--- config.mk ---
export PLATFORM = sky130hd
export DESIGN_NAME = integer_to_radix_digits_core
export DESIGN_NICKNAME = d
export VERILOG_FILES = /design/src/design/itrd_pkg.sv /design/src/design/itrd_divider.sv /design/src/design/integer_to_radix_digits_core.sv
export SDC_FILE = /design/constraint.sdc
export NUM_CORES = 1
export LEC_CHECK = 0
export ABC_AREA = 1
export BUFFER_PORTS_ARGS = -buffer_cell sky130_fd_sc_hd__buf_4
export CORE_MARGIN = 3
export CORE_UTILIZATION = 25
export DETAILED_ROUTE_END_ITERATION = 10
export GPL_TIMING_DRIVEN = 0
export PLACE_DENSITY = 0.49
export SLEW_MARGIN = 20
export SYNTH_ARGS = -nofsm -noshare
export SYNTH_HDL_FRONTEND = slang
export SYNTH_SLANG_ARGS = --single-unit
--- constraint.sdc ---
create_clock -name clk -period 11.5 [get_ports clk]
set_input_delay 2.3 -clock clk [delete_from_list [all_inputs] [get_ports clk]]
set_output_delay 2.3 -clock clk [all_outputs]
set_load 0.01 [all_outputs]
--- src/design/itrd_pkg.sv ---
// Shared constants, types and a helper function for the radix digit converter.
package itrd_pkg;

  // Default width of the converted value.
  localparam int VALUE_WIDTH_DEF = 32;

  // Radix limits and the one radix that shows a sign.
  localparam logic [5:0] RADIX_MIN = 6'd2;
  localparam logic [5:0] RADIX_MAX = 6'd36;
  localparam logic [5:0] DEC_RADIX = 6'd10;

  // Character codes.
  localparam logic [6:0] CHAR_ZERO  = 7'h30;
  localparam logic [6:0] CHAR_A     = 7'h41;
  localparam logic [6:0] CHAR_MINUS = 7'h2D;
  localparam logic [6:0] CHAR_NONE  = 7'h00;

  // Status of the shared divider as seen by the sequencer.
  typedef struct packed {
    logic busy;
    logic done;
  } div_status_t;

  // Map a digit value of 0 to 35 onto its ASCII character.
  function automatic logic [6:0] digit_to_ascii(input logic [5:0] d);
    logic [6:0] d7;
    d7 = {1'b0, d};
    if (d > 6'd9) begin
      digit_to_ascii = d7 - 7'd10 + CHAR_A;
    end else begin
      digit_to_ascii = d7 + CHAR_ZERO;
    end
  endfunction

endpackage

--- src/design/itrd_divider.sv ---
// Iterative restoring divider: one quotient bit per cycle by a 6-bit radix.
module itrd_divider #(
  parameter int VALUE_WIDTH = itrd_pkg::VALUE_WIDTH_DEF
) (
  input  logic                     clk,
  input  logic                     rst,
  input  logic                     start,
  input  logic [VALUE_WIDTH-1:0]   dividend,
  input  logic [5:0]               divisor,
  output itrd_pkg::div_status_t    status,
  output logic [VALUE_WIDTH-1:0]   quotient,
  output logic [5:0]               remainder
);
  import itrd_pkg::*;

  localparam int CNT_W = $clog2(VALUE_WIDTH + 1);

  logic [VALUE_WIDTH-1:0] quo;
  logic [5:0]             rem;
  logic [5:0]             dvs;
  logic [CNT_W-1:0]       count;
  logic                   busy;
  logic                   done;
  logic [6:0]             trial;
  logic                   fits;

  // One shift-and-subtract step on the partial remainder.
  assign trial = {rem, quo[VALUE_WIDTH-1]};
  assign fits  = trial >= {1'b0, dvs};

  // Control: a run of VALUE_WIDTH steps, then a one-cycle done pulse.
  always_ff @(posedge clk) begin
    if (rst) begin
      busy  <= 1'b0;
      done  <= 1'b0;
      count <= '0;
    end else begin
      done <= 1'b0;
      if (start) begin
        busy  <= 1'b1;
        count <= CNT_W'(VALUE_WIDTH);
      end else if (busy) begin
        count <= count - 1'b1;
        if (count == CNT_W'(1)) begin
          busy <= 1'b0;
          done <= 1'b1;
        end
      end
    end
  end

  // Datapath registers.
  always_ff @(posedge clk) begin
    if (start) begin
      quo <= dividend;
      rem <= '0;
      dvs <= divisor;
    end else if (busy) begin
      if (fits) begin
        rem <= 6'(trial - {1'b0, dvs});
        quo <= {quo[VALUE_WIDTH-2:0], 1'b1};
      end else begin
        rem <= trial[5:0];
        quo <= {quo[VALUE_WIDTH-2:0], 1'b0};
      end
    end
  end

  assign status.busy = busy;
  assign status.done = done;
  assign quotient    = quo;
  assign remainder   = rem;

endmodule

--- src/design/integer_to_radix_digits_core.sv ---
// Top level: converts one value into ASCII digits in a chosen radix, most significant first.
// Each digit comes from the shared bit-serial divider and goes, least significant first, into
// a buffer memory; each character is then read back from the buffer and shown. A new request
// is taken only after the last character of the current one, and a bad radix gives a single
// error character. Reset is synchronous, active high, and idles the sequencer.
module integer_to_radix_digits_core #(
  parameter int VALUE_WIDTH = itrd_pkg::VALUE_WIDTH_DEF
) (
  input  logic                   clk,
  input  logic                   rst,
  input  logic                   item_valid,
  output logic                   item_stall,
  input  logic                   action,
  input  logic [VALUE_WIDTH-1:0] value,
  input  logic [5:0]             base,
  output logic                   char_valid,
  input  logic                   char_stall,
  output logic [6:0]             digit_char,
  output logic                   last,
  output logic                   bad_base
);
  import itrd_pkg::*;

  localparam int CNT_W = $clog2(VALUE_WIDTH + 1);
  localparam int IDX_W = $clog2(VALUE_WIDTH);

  typedef enum logic [5:0] {
    S_IDLE   = 6'b000001,
    S_DIVIDE = 6'b000010,
    S_SIGN   = 6'b000100,
    S_READ   = 6'b001000,
    S_SHOW   = 6'b010000,
    S_ERROR  = 6'b100000
  } state_t;

  state_t           state, state_next;
  logic [CNT_W-1:0] cnt, cnt_next;
  logic             neg, neg_next;
  logic [5:0]       base_q;

  logic             accept;
  logic             char_take;
  logic             base_bad;
  logic             in_neg;
  logic [VALUE_WIDTH-1:0] magnitude;

  logic             div_start;
  logic [VALUE_WIDTH-1:0] div_dividend;
  logic [5:0]       div_divisor;
  div_status_t      div_stat;
  logic [VALUE_WIDTH-1:0] div_quo;
  logic [5:0]       div_rem;

  logic             mem_we;
  logic [6:0]       mem_wdata;
  logic [6:0]       mem [VALUE_WIDTH];
  logic [6:0]       rd_q;

  assign item_stall = (state != S_IDLE);
  assign accept     = item_valid && !item_stall;
  assign char_take  = char_valid && !char_stall;

  // Request decode: radix check, sign handling and magnitude.
  assign base_bad  = (base < RADIX_MIN) || (base > RADIX_MAX);
  assign in_neg    = !action && (base == DEC_RADIX) && value[VALUE_WIDTH-1];
  assign magnitude = in_neg ? (~value + 1'b1) : value;

  // Divider feed: the first step divides the magnitude, later ones the last quotient.
  assign div_dividend = accept ? magnitude : div_quo;
  assign div_divisor  = accept ? base : base_q;

  itrd_divider #(
    .VALUE_WIDTH(VALUE_WIDTH)
  ) u_divider (
    .clk      (clk),
    .rst      (rst),
    .start    (div_start),
    .dividend (div_dividend),
    .divisor  (div_divisor),
    .status   (div_stat),
    .quotient (div_quo),
    .remainder(div_rem)
  );

  // Sequencer.
  always_comb begin
    state_next = state;
    cnt_next   = cnt;
    neg_next   = neg;
    div_start  = 1'b0;
    mem_we     = 1'b0;
    mem_wdata  = digit_to_ascii(div_rem);
    unique case (state)
      S_IDLE: begin
        if (accept) begin
          neg_next = in_neg;
          cnt_next = '0;
          if (base_bad) begin
            state_next = S_ERROR;
          end else if (magnitude == '0) begin
            mem_we     = 1'b1;
            mem_wdata  = CHAR_ZERO;
            cnt_next   = CNT_W'(1);
            state_next = S_READ;
          end else begin
            div_start  = 1'b1;
            state_next = S_DIVIDE;
          end
        end
      end
      S_DIVIDE: begin
        if (div_stat.done) begin
          mem_we   = 1'b1;
          cnt_next = cnt + 1'b1;
          if (div_quo == '0) begin
            state_next = neg ? S_SIGN : S_READ;
          end else begin
            div_start = 1'b1;
          end
        end
      end
      S_SIGN: begin
        if (char_take) begin
          state_next = S_READ;
        end
      end
      S_READ: begin
        cnt_next   = cnt - 1'b1;
        state_next = S_SHOW;
      end
      S_SHOW: begin
        if (char_take) begin
          state_next = (cnt == '0) ? S_IDLE : S_READ;
        end
      end
      S_ERROR: begin
        if (char_take) begin
          state_next = S_IDLE;
        end
      end
      default: begin
        state_next = S_IDLE;
      end
    endcase
  end

  always_ff @(posedge clk) begin
    if (rst) begin
      state <= S_IDLE;
      cnt   <= '0;
      neg   <= 1'b0;
    end else begin
      state <= state_next;
      cnt   <= cnt_next;
      neg   <= neg_next;
    end
  end

  // The radix is held for the later divisions.
  always_ff @(posedge clk) begin
    if (accept) begin
      base_q <= base;
    end
  end

  // Digit buffer: written least significant first, read back in reverse.
  always_ff @(posedge clk) begin
    if (mem_we) begin
      mem[cnt[IDX_W-1:0]] <= mem_wdata;
    end
    if (state == S_READ) begin
      rd_q <= mem[cnt_next[IDX_W-1:0]];
    end
  end

  // Result outputs.
  assign char_valid = (state == S_SIGN) || (state == S_SHOW) || (state == S_ERROR);
  assign bad_base   = (state == S_ERROR);
  assign last       = (state == S_ERROR) || ((state == S_SHOW) && (cnt == '0));
  assign digit_char = (state == S_SIGN)  ? CHAR_MINUS :
                      (state == S_ERROR) ? CHAR_NONE  : rd_q;

`ifndef ASSERT_OFF
  // An error request carries no character and ends the conversion.
  assert property (@(posedge clk) disable iff (rst)
    char_valid && bad_base |-> last && (digit_char == CHAR_NONE))
    else $error("bad radix result without last or with a character");

  // The digit count never outgrows the buffer.
  assert property (@(posedge clk) disable iff (rst)
    cnt <= CNT_W'(VALUE_WIDTH))
    else $error("digit count beyond buffer depth");

  // The divider reports completion only while the sequencer waits for it.
  assert property (@(posedge clk) disable iff (rst)
    div_stat.done |-> (state == S_DIVIDE))
    else $error("divider done outside the divide state");

  // A taken minus sign is always followed by digits.
  assert property (@(posedge clk) disable iff (rst)
    (state == S_SIGN) && !char_stall |=> (state == S_READ) && (cnt != '0))
    else $error("minus sign not followed by digits");
`endif

endmodule

Yosys cells after proc, flatten, opt, wreduce, memory -nomap -nowiden
Memories as Yosys holds them, arrays and structs flattened. A register that Yosys moved wholly into a read port is not among the register bits. Index checks and enable logic that the tools add are counted.

Register bits: 71. RAM bits: 224. Input bits: 43. Word-level logic and storage cells: 115. Memories: 1.

Add/subtract/negate cells: 8. $lt $le $gt $ge: 4. Equal/unequal tests: 16. Muxes and demuxes: 49. Bitwise gates (word level): 2. Reductions and logical operators: 23.

Memories: mem (depth 32, width 7, rd ports 1, clocked after Yosys merged registers in 1, wr ports 1, line integer_to_radix_digits_core.sv:56) `logic [6:0] mem [VALUE_WIDTH];`.

Operator list (number): two-way mux 32 bit (4); two-way mux 6 bit (13); zero test 32 bit (2); two-way mux 7 bit (7); case mux 6 bit (6 select lines) (1); adder 32 x 1 -> 32 bit (second input constant) (1); NOT 32 bit (1); two-way mux 1 bit (18); case mux 6 bit (3 select lines) (1); equality test 6 x 1 -> 1 bit (second input constant) (2); equality test 6 x 4 -> 1 bit (second input constant) (2); two-way mux 4 bit (3); subtractor 6 x 1 -> 6 bit (second input constant) (2); != test 2 bit (second input constant) (5); adder 6 x 6 -> 7 bit (second input constant) (1); adder 7 bit (second input constant) (1); >= comparator 7 x 6 -> 1 bit (1); subtractor 6 x 4 -> 7 bit (second input constant) (1); adder 6 x 1 -> 6 bit (second input constant) (1); equality test 6 x 2 -> 1 bit (second input constant) (1); equality test 6 x 3 -> 1 bit (second input constant) (1); equality test 6 x 5 -> 1 bit (second input constant) (1); equality test 6 bit (second input constant) (1); > comparator 6 x 4 -> 1 bit (second input constant) (1); other kinds (18) (30).

Longest topological paths before layout
Gate-level depths: netlist (run 1).

Depth in word-level cells: 11. Gate-level depth with buffers: 26. Mapped depth without buffers: 24.

Hierarchy
A second synthesis (run 1) with hierarchy kept.

Cells, all modules: 1841. Area total of the unflattened synthesis: 15702.6 um2.

Modules (own cells, without submodules): integer_to_radix_digits_core (times used 1, cells an instance 1547, area each 13133.8 um2); itrd_divider (times used 1, cells an instance 294, area each 2568.7 um2).

Least setup slack after synthesis (run 1)
OpenSTA, ideal clock, no wires.

Path kind: input -> register. From: input port value[0]. To: register u_divider.quo[0] (netlist: u_divider.quotient[0]), enable pin. Library setup time: 466 ps. Data arrival time: 6399 ps. Setup slack: 4636 ps. Stages on the path: 17. Buffers on the path: 1. Path through: inv_1 > ha_1 > nand3_1 > nor2_4 > nand2_1 > o21ai_2 > o21ai_0 > nand2_1 > nand2_1 > inv_1 > nand3_1 > nor2_2 > nand2_1 > nand2_1 > nand2_1 > clkbuf_1 > o21ai_0.

Word-level cells in the longest chain between the ends: 10.

Ends and longest elaborated chain: from (decl) (line integer_to_radix_digits_core.sv:14) `input logic [VALUE_WIDTH-1:0] value,`; NOT 32 bit (line integer_to_radix_digits_core.sv:66) `assign magnitude = in_neg ? (~value + 1'b1) : value;`; adder 32 x 1 -> 32 bit (line integer_to_radix_digits_core.sv:66); two-way mux 32 bit * (line integer_to_radix_digits_core.sv:66); zero test 32 bit * (line integer_to_radix_digits_core.sv:100) `end else if (magnitude == '0) begin`; two-way mux 1 bit * (line integer_to_radix_digits_core.sv:100); two-way mux 1 bit * (line integer_to_radix_digits_core.sv:98) `if (base_bad) begin`; two-way mux 1 bit * (line integer_to_radix_digits_core.sv:95) `if (accept) begin`; case mux 1 bit (2 select lines) * (line integer_to_radix_digits_core.sv:93) `unique case (state)`; != test 2 bit (no source line) / nonzero test 2 bit (equally long branches); AND reduction 2 bit (no source line) *; to (signal assigned) (line itrd_divider.sv:55) `quo <= dividend;`; to (signal assigned) (line itrd_divider.sv:61) `quo <= {quo[VALUE_WIDTH-2:0], 1'b1};`; to (signal assigned) (line itrd_divider.sv:64) `quo <= {quo[VALUE_WIDTH-2:0], 1'b0};`; to (decl) (line itrd_divider.sv:18) `logic [VALUE_WIDTH-1:0] quo;`.

Mark *: on every way between the ends. The rest lies on a longest branch, timed or not. A chain may end at the register's enable or synchronous reset.

Final worst setup path (run 1)
From: input port value[0]. To: memory mem[6][5], enable pin.

Word-level cells in the longest chain between the ends: 10.

Ends and longest elaborated chain: NOT 32 bit (line integer_to_radix_digits_core.sv:66); adder 32 x 1 -> 32 bit (line integer_to_radix_digits_core.sv:66); two-way mux 32 bit * (line integer_to_radix_digits_core.sv:66); zero test 32 bit * (line integer_to_radix_digits_core.sv:100); two-way mux 1 bit * (line integer_to_radix_digits_core.sv:100); two-way mux 1 bit * (line integer_to_radix_digits_core.sv:98); two-way mux 1 bit * (line integer_to_radix_digits_core.sv:95); case mux 1 bit (2 select lines) * (line integer_to_radix_digits_core.sv:93); two-way mux 1 bit * (line integer_to_radix_digits_core.sv:168) `if (mem_we) begin`; two-way mux 1 bit (not written as such) * (line integer_to_radix_digits_core.sv:169) `mem[cnt[IDX_W-1:0]] <= mem_wdata;`; to (decl) (line integer_to_radix_digits_core.sv:56).

Marked as above.

==> results of run 1 <==
## routing by layer
layer	wire length (um)	up-vias	share of wire [%]
li1	-	5891	-
met1	20100	5642	46
met2	20100	352	46
met3	2820	73	6.4
met4	1000	2	2.3
met5	20	-	0.045
## metrics by stage
stage	util, %	std cells	hold slack, ns
6_report	30.1	2617	0.439
5_1_grt	30.1	2617	0.465
4_1_cts	30.1	2617	0.446
3_5_place_dp	28.3	2555	0.432
3_3_place_gp	27.8	2542	0.420
2_1_floorplan	-	1716	0.412
## state kept, by name, summed over array words and instances, names as in the netlist
signal and count:
mem 224, u_divider.remainder 6, cnt 6, rd_q 7
u_divider.quotient 32, u_divider.count 6, u_divider.busy 1, base_q 6
neg 1, state 6, u_divider.dvs 6, u_divider.done 1
## power breakdown
| group | internal, mW | total (mW) | leakage, nW | switching, mW |
|---|---|---|---|---|
| clock network | 0.643 | 1.08 | 0.544 | 0.433 |
| registers | 1.53 | 1.57 | 2.72 | 0.0352 |
| logic | 0.386 | 1.25 | 4.06 | 0.867 |
## worst min-delay path, cell delays in order, from the launching register on
cell,delay [ns]
dfxtp_1,0.30
nand2_1,0.05
nand2_1,0.06
## cells by family after synthesis
kind of cell    after synthesis
compound gates               95
xor+xnor                     13
fa+ha+maj                    18
buf+inv                     291
flops                       302
simple gates                997
## Yosys cell counts (2+ instances only)
| cell type | instances |
|---|---|
| inv_2 | 3 |
| xnor2_1 | 5 |
| nor2_1 | 127 |
| nor2_2 | 2 |
| o31ai_1 | 2 |
| clkinv_1 | 2 |
| a211oi_1 | 3 |
| o211ai_1 | 4 |
| edfxtp_1 | 269 |
| o21ai_0 | 44 |
| nand3b_1 | 40 |
| dfxtp_1 | 33 |
| nand2_2 | 3 |
| and2_1 | 2 |
| nor4_1 | 13 |
| nand2_1 | 519 |
| ha_1 | 17 |
| buf_2 | 5 |
| inv_1 | 212 |
| nand4_1 | 7 |
| xor2_1 | 8 |
| buf_1 | 7 |
| buf_4 | 11 |
| a21oi_1 | 32 |
| clkbuf_1 | 41 |
| nand3_1 | 270 |
| buf_6 | 10 |
| nor3_1 | 12 |
## layout make-up
type / count / area share (%)
Sequential cell: 302 / 48.8
Buffer: 74 / 2.23
Inverter: 217 / 4.54
Clock buffer: 51 / 5.74
Tap cell: 773 / 5.40
Clock inverter: 11 / 0.468
Multi-Input combinational cell: 1123 / 29.4
Timing Repair Buffer: 66 / 3.47
## worst max path at each step
stage                     slack, ns  cells after the start                         endpoint     start
after floorplan                4.64                     17  u_divider.quotient[0]$_DFFE_PP_  value[0]
after global routing           5.09                     19              mem[6][5]$_DFFE_PP_  value[0]
after global placement         1.98                     17              mem[6][1]$_DFFE_PP_  value[0]
after CTS                      5.45                     19              mem[6][5]$_DFFE_PP_  value[0]
final                          5.43                     19              mem[6][5]$_DFFE_PP_  value[0]
after detailed placement       4.90                     19              mem[6][6]$_DFFE_PP_  value[0]
==> flow_summary.yaml, run 1 <==
setup_path:
  reg2reg_from: "state[5]$_SDFFE_PP0P_"
  cp_cell_sequence: "buf_4 > inv_1 > ha_1 > nand3_1 > nor2_4 > nand2_1 > o21ai_2 > o21ai_0 > nand2_1 > nand2_1 > inv_1 > nand3_1 > nor2_2 > nand3_2 > inv_1 > nor2_1 > inv_1 > nand2_1 > nor2_1"
  cp.required_ns: 11.63
  end_kind: "flip-flop"
  crit_type: "in2reg"
  cp_slowest_cell: "nor2_1"
  cp-start-kind: "input port"
  critPathTopFamily: "simple AND/OR/NAND/NOR gates"
  crit_arrival_ns: 6.20
  critPathBufInv: 5
  critPathMaxFanout: 8
  critical_path.max_stage_delay_ns: 0.79
  rrSetupSlack_ns: 7.19
  reg2reg_depth: 19
  rr_endpoint: "rd_q[0]$_DFFE_PP_"
global_route:
  gr-total-overflow: 0
  grt_pass1_vias: 11800
  gr-usage-met2_pct: 22.6
  grt_max_degree: 25
  grt_pass1_wl_mm: 67.7
  top_usage_layer: "met2"
  grt_antenna_before_repair: 1
  grt_use_met1_pct: 18.4
  gr-usage-met3_pct: 2.57
  grt_usage_pct: 13.7
logic_synthesis:
  synth_edf_count: 269
  synth_compound_area_share_pct: 3.48
  synthMuxAreaShare_pct: 0
  syn_avg_cell_area_um2: 8.83
  yosys.area.top_type: "edfxtp_1"
  synthXorXnorAreaFrac_pct: 0.751
  yosysSeqAreaShare_pct: 57.7
  synthAdderAreaFrac_pct: 1.54
  synth_top_area_share_pct: 53.3
  synth_top_family_by_area: "simple AND/OR/NAND/NOR gates"
  synth_ff_type: "edfxtp_1"
  synth_cell_types: 41
  synth-simple-area-share_pct: 28.6
  synth_area_um2: 15200
  ys_ff_latch: 302
  synth_nets: 1777
  yosys_warnings: 0
  synth_cells: 1716
  synthArstFlopShare_pct: 0
  synthTopCellsByArea: "edfxtp_1, nand2_1, nand3_1"
finish:
  nets: 1881
  final_common_cell: "nand2_1"
  multi_input_area_um2: 5270
  area_growth_syn_to_layout_pct: 18.3
  layout_common_cells: "nand2_1, nand3_1, edfxtp_1"
  drive_above_1_share_pct: 8.51
  fill_cells: 6315
  diodes: 0
  fin_area_um2: 17900
  seq_area_um2: 8740
sta:
  fmax_mhz: 165
  report.final.setup_viol: 0
  hold_viol: 0
  slew_headroom_pct: 40.8
  fin_crit_sh_pct: 52.7
  layout_setup_ws_ns: 5.43
  finClkSkew_ns: 0.0360
  min_period_ns: 6.07
  slew_viol_final: 0
  worst_pin_slew_ns: 0.887
  tns_ns: 0
  rsz0062_at_grt: "false"
power_and_ir_drop:
  p_leak_nw: 7.32
  p_per_area_nw_per_um2: 217
  finalPower_mw: 3.90
  vdd_drop_max_mv: 0.135
placement:
  dp_hpwl_mm: 32.9
  portBuffers: 53
  place_ws_ns: 4.90
  routabilityCongestion: 0.875
  place_area_um2: 16800
floorplan:
  die_h_um: 252
  die-area_um2: 63600
  std_cell_rows: 89
  start_util_pct: 25.5
  die-width_um: 252
  core_um2: 59500
  ios: 54
clock_network:
  tritoncts: "yes"
  hold_buffers: 0
  cts_buffer_depth: 3
  postCtsSetupRepairBufs: 0
  cts_sinks: 302
  clkTransAtPathRegs_ns: 0.06
  clock_latency_ns: 0.53
  cts_root_buf: "clkbuf_16"
  htree_levels: 2
  cts-resized-gates: 0
  cts_made_buffers: 36
route:
  drt-pass1-iter-count: 5
  drtIter0Drc: 892
  ant_nets: 0
  vias_per_cell: 4.57
  detail_route.wl_per_cell_um: 16.8
  vias: 12000
  drc: 0
  detail_route.wirelength_mm: 44.0
worst_hold_path:
  hp-start: "base_q[3]$_DFF_P_"
  hold_path_class: "reg2reg"
  hold-path-endpoint: "base_q[3]$_DFF_P_"
  hold-path-cell-count: 2
outcome:
  outcome: "complete, no violations"
run:
  cap_violations: 0
Note: power is estimated with default switching activity, not from simulation.
==> inputs of run 2 (changes only) <==
ABC_AREA = 0   (was 1)
clock period = 6.3 ns   (was 11.5 ns; I/O delays follow)
==> run 2 against run 1 <==
Compared with the run above:
- global-route usage up 0.54 points
- largest power group unchanged
- count of clock-buffer cells in the layout fell by 8
- first-iteration DRC count decreased by 13%
- synthesized area down 3.0%
- clock power increased by 75%
- critical endpoint is now rd_q[2]$_DFFE_PP_
- largest cell class unchanged
- sequential power grew 85%
- worst setup slack got worse by 5.3 ns
- clock skew shrank 0.017 ns
==> flow_summary.yaml, run 2 <==
outcome:
  outcome: "complete, no violations"
finish:
  drive_above_1_share_pct: 14.8
  largest_register_ffs: 224
  area_growth_syn_to_layout_pct: 18.5
  layout_common_cells: "edfxtp_1, nand2_1, a21oi_1"
  final_common_cell: "edfxtp_1"
  nets: 1461
logic_synthesis:
  yosys.area.top_type: "edfxtp_1"
  synth_top_area_share_pct: 54.9
  synth_edf_count: 269
  synth_cells: 1312
  synth_commonest_cells: "edfxtp_1, nand2_1, nor2_1"
  ys_ff_latch: 302
  synth_ff_type: "edfxtp_1"
  yosys_warnings: 0
  syn_avg_cell_area_um2: 11.2
  synthArstFlopShare_pct: 0
  synth_cell_types: 71
  synthTopCellsByArea: "edfxtp_1, dfxtp_1, a21oi_1"
  synth_area_um2: 14700
  synth.most_common_cell: "edfxtp_1"
  synth_nets: 1373
  yosysSeqAreaShare_pct: 59.4
sta:
  whs_ns: 0.475
  slew_viol_final: 0
  fin_crit_sh_pct: 98.5
  report.final.setup_viol: 0
  fmax_mhz: 161
  tns_ns: 0
  slew_headroom_pct: 20.1
  min_period_ns: 6.20
  layout_setup_ws_ns: 0.0974
  rsz0062_at_grt: "true"
  hold_viol: 0
  finClkSkew_ns: 0.0192
  worst_pin_slew_ns: 1.19
placement:
  place_ws_ns: -0.481
  routabilityCongestion: 0.851
  portBuffers: 46
  dp_hpwl_mm: 32.4
setup_path:
  critPathTopFamily: "simple AND/OR/NAND/NOR gates"
  reg2reg_from: "state[2]$_SDFFE_PP0P_"
  cp_slowest_cell: "nor4_1"
  critPathBufInv: 6
  end_kind: "flip-flop"
  cp.required_ns: 6.67
  critPathMaxFanout: 10
  rrSetupSlack_ns: 0.85
  reg2reg_depth: 13
  cp_cell_sequence: "buf_4 > nor4b_1 > nand2_1 > clkbuf_1 > buf_1 > a31oi_1 > xnor2_1 > o2111ai_1 > nor4b_1 > buf_2 > a21bo_4 > buf_6 > buf_2 > a211oi_1 > nor4_1 > and4_1"
  rr_endpoint: "rd_q[2]$_DFFE_PP_"
  critical_path.max_stage_delay_ns: 0.91
  crit_arrival_ns: 6.58
  crit_type: "in2reg"
  cp-start-kind: "input port"
power_and_ir_drop:
  p_leak_nw: 5.66
  vdd_drop_max_mv: 0.341
  p_per_area_nw_per_um2: 365
global_route:
  grt_pass1_vias: 11100
  gr-total-overflow: 0
  grt_usage_pct: 14.2
  grt_max_degree: 33
  grt_antenna_before_repair: 4
  grt_pass1_wl_mm: 68.2
route:
  vias: 11100
  drc: 0
  vias_per_cell: 5.08
  ant_nets: 0
  detail_route.wirelength_mm: 45.5
  drtIter0Drc: 776
  detail_route.wl_per_cell_um: 20.8
  drt-pass1-iter-count: 5
worst_hold_path:
  hp-start: "base_q[5]$_DFF_P_"
  hold_path_class: "reg2reg"
  hold-path-cell-count: 1
  hold-path-endpoint: "base_q[5]$_DFF_P_"
floorplan:
  die_h_um: 249
  die-width_um: 249
  start_util_pct: 25.4
  ios: 54
  std_cell_rows: 88
  die-area_um2: 61800
  core_um2: 57900
clock_network:
  tritoncts: "yes"
  cts_sinks: 302
  clkTransAtPathRegs_ns: 0.06
  cts_made_buffers: 34
  cts_root_buf: "clkbuf_16"
  htree_levels: 2
  clock_latency_ns: 0.52
  cts_buffer_depth: 3
  hold_buffers: 0
run:
  cap_violations: 0
-- run 2: routing by layer --
layer / share of wire (%) / up-vias / track usage [%]
met2: 47 / 319 / 23.4
met5: 0 / - / 0
met4: 2.9 / 0 / 4.55
met1: 44 / 5557 / 18.9
li1: - / 5173 / -
met3: 6.4 / 71 / 2.71
-- run 2: kinds of logic after synthesis --
kind of cell / Yosys count / synth area share [%]
adders and majority gates: 18 / 1.58
buffers and inverters: 115 / 3.49
and+or+nand+nor: 486 / 16.6
AOI/OAI and AO/OA: 329 / 14.9
DFF: 302 / 59.4
muxes: 19 / 1.41
xor gates and xnor gates: 43 / 2.56
-- run 2: report_power, final --
group | internal (mW) | total (mW) | switching [mW]
clock network | 1.11 | 1.89 | 0.782
logic | 0.462 | 1.58 | 1.12
registers | 2.83 | 2.90 | 0.0636
total | 4.41 | 6.37 | 1.96
-- run 2: final cells by class --
| cell class | count | area, um2 |
|---|---|---|
| fill | 5985 | 40500 |
| sequential | 302 | 8740 |
| multi-input combinational | 895 | 5670 |
| clock buffer | 43 | 957 |
| tap | 765 | 957 |
| timing repair buffer | 52 | 503 |
| buffer | 85 | 400 |
| inverter | 30 | 113 |
| clock inverter | 14 | 88.8 |
| antenna | 1 | 2.50 |
-- run 2: through the flow --
stage	util, %	total power, mW	std cells	instance area [um2]
floorplan	-	3.60	1312	14700
global placement	27.6	4.29	2123	16000
detailed placement	28.0	4.55	2129	16200
CTS	29.8	6.44	2186	17300
global route	30.1	6.64	2186	17400
finish	30.1	6.37	2187	17400
-- run 2: worst max-delay path by stage --
stage | from | end | slack (ns) | depth (start not counted)
2_1_floorplan | value[3] | u_divider.quotient[0]$_DFFE_PP_ | 0.59 | 11
3_3_place_gp | value[16] | mem[31][2]$_DFFE_PP_ | -1.86 | 13
3_5_place_dp | value[0] | mem[17][3]$_DFFE_PP_ | -0.48 | 17
4_1_cts | value[0] | mem[17][1]$_DFFE_PP_ | 0.07 | 17
5_1_grt | base[2] | mem[31][1]$_DFFE_PP_ | -0.16 | 16
6_report | base[2] | rd_q[2]$_DFFE_PP_ | 0.1 | 16
-- run 2: timing repair --
item	CTS	global route
setup endpoints to repair	0	228
buffers inserted	0	0
resized for setup	0	48
==> inputs of run 3 (changes only) <==
PLACE_DENSITY = 0.4   (was 0.49)
==> run 3 against run 2 <==
Compared with the run above:
- clock skew increased by 0.0097 ns
- clock power increased by 2%
- fmax increased by 3.1%
- first-iteration DRC count decreased by 8.4%
- wire length increased by 7.9%
- die area unchanged
- largest cell class unchanged
- highest routed layer is now met5
==> flow_summary.yaml, run 3 (same netlist as run 2, synthesis figures left out) <==
outcome:
  outcome: "complete, no violations"
route:
  drtIter0Drc: 711
  drt-pass1-iter-count: 5
  vias: 11000
  drc: 0
  vias_per_cell: 4.99
  ant_nets: 0
  detail_route.wl_per_cell_um: 22.3
  detail_route.wirelength_mm: 49.1
clock_network:
  cts_buffer_depth: 3
  cts_made_buffers: 37
  hold_buffers: 0
  cts_sinks: 302
  cts_root_buf: "clkbuf_16"
  htree_levels: 2
  tritoncts: "yes"
  clkTransAtPathRegs_ns: 0.05
  clock_latency_ns: 0.56
setup_path:
  cp.required_ns: 6.69
  cp-start-kind: "input port"
  end_kind: "flip-flop"
  crit_type: "in2reg"
  critPathMaxFanout: 10
  crit_arrival_ns: 6.41
floorplan:
  die-area_um2: 61800
  die_h_um: 249
  start_util_pct: 25.4
  core_um2: 57900
  ios: 54
  std_cell_rows: 88
  die-width_um: 249
power_and_ir_drop:
  p_per_area_nw_per_um2: 368
  vdd_drop_max_mv: 0.278
  p_leak_nw: 5.70
global_route:
  gr-total-overflow: 0
  grt_antenna_before_repair: 3
  grt_usage_pct: 15.7
  grt_pass1_wl_mm: 73.7
  grt_pass1_vias: 11300
  grt_max_degree: 33
worst_hold_path:
  hold_path_class: "reg2reg"
finish:
  diodes: 0
  layout_common_cells: "edfxtp_1, nand2_1, a21oi_1"
  largest_register_ffs: 224
  drive_above_1_share_pct: 15.6
  finish.utilization_pct: 30.4
  nets: 1466
  area_growth_syn_to_layout_pct: 19.7
  final_common_cell: "edfxtp_1"
sta:
  fin_crit_sh_pct: 95.5
  hold_viol: 0
  worst_pin_slew_ns: 1.00
  tns_ns: 0
  rsz0062_at_grt: "false"
  min_period_ns: 6.02
  slew_viol_final: 0
  slew_headroom_pct: 32.5
  finClkSkew_ns: 0.0288
  fmax_mhz: 166
  report.final.setup_viol: 0
placement:
  portBuffers: 46
  routabilityCongestion: 0.832
  dp_hpwl_mm: 35.8
run:
  cap_violations: 0
==> run 3: cell count changes in the layout (fill, tap and decap cells not counted), moves of 3 or more <==
cell | previous run | this run
nor4_1 | 49 | 46
clkbuf_8 | 3 | 0
nor2_4 | 16 | 28
nand2_2 | 2 | 6
clkbuf_1 | 47 | 53
nand2_1 | 138 | 134
nor2_2 | 21 | 9
nor4_2 | 2 | 5
==> run 3: layer usage <==
layer  global-route usage, %  wire, um
met5                       0        32
met3                    2.34      1950
met1                    20.9     22400
met2                    26.2     23500
met4                    4.85      1220
==> run 3: critical path: stages <==
cell	delay, ns
buf_4	0.12
nor4bb_2	0.60
nand2_1	0.31
clkbuf_1	0.35
buf_1	0.37
a21oi_1	0.25
xnor2_1	0.22
o2111ai_1	0.28
nor4b_2	0.42
clkbuf_4	0.37
a21bo_4	0.18
buf_6	0.19
buf_2	0.29
a211oi_1	0.11
nor4_1	0.70
and4_1	0.36
==> run 3: metrics by stage <==
stage	instance area, um2	cells	power (mW)	setup slack (ns)	hold slack [ns]
floorplan	14700	1312	3.60	0.585	0.445
global placement	16000	2123	4.31	-2.27	0.457
detailed placement	16300	2131	4.63	-1.06	0.462
CTS	17400	2196	6.57	-0.103	0.476
global route	17600	2196	6.79	0.0354	0.485
finish	17600	2196	6.48	0.281	0.472
==> run 3: repair_timing <==
action	CTS	global route
gates resized for setup	32	37
pin swaps	0	0
endpoints found under the setup margin	230	245
cloned	0	0
setup buffers	0	0
==> run 3: worst paths after layout <==
check	start	endpoint	slack, ns	cells after the start
setup / recovery	base[0]	rd_q[4]$_DFFE_PP_	0.28	16
hold / removal	u_divider.remainder[5]$_SDFFE_PP0P_	u_divider.remainder[5]$_SDFFE_PP0P_	0.47	2
setup reg to reg	state[2]$_SDFFE_PP0P_	rd_q[0]$_DFFE_PP_	1.14	13
hold reg to reg	u_divider.remainder[5]$_SDFFE_PP0P_	u_divider.remainder[5]$_SDFFE_PP0P_	0.47	2
==> run 3: final cells by class <==
cell class / count / area, um2
plain buffers: 85 / 403
clock buffers: 47 / 963
clock inverters: 18 / 110
fillers: 6042 / 40300
inverters: 30 / 113
multi-input cells: 895 / 5780
flip-flops and latches: 302 / 8740
well taps: 765 / 957
repair buffers: 54 / 546
==> run 3: power breakdown <==
group | internal [mW] | total, mW | switching (mW) | leakage [nW]
sequential | 2.83 | 2.90 | 0.0629 | 2.70
clock | 1.09 | 1.93 | 0.844 | 0.518
combinational | 0.520 | 1.66 | 1.14 | 2.48
total | 4.44 | 6.48 | 2.04 | 5.70
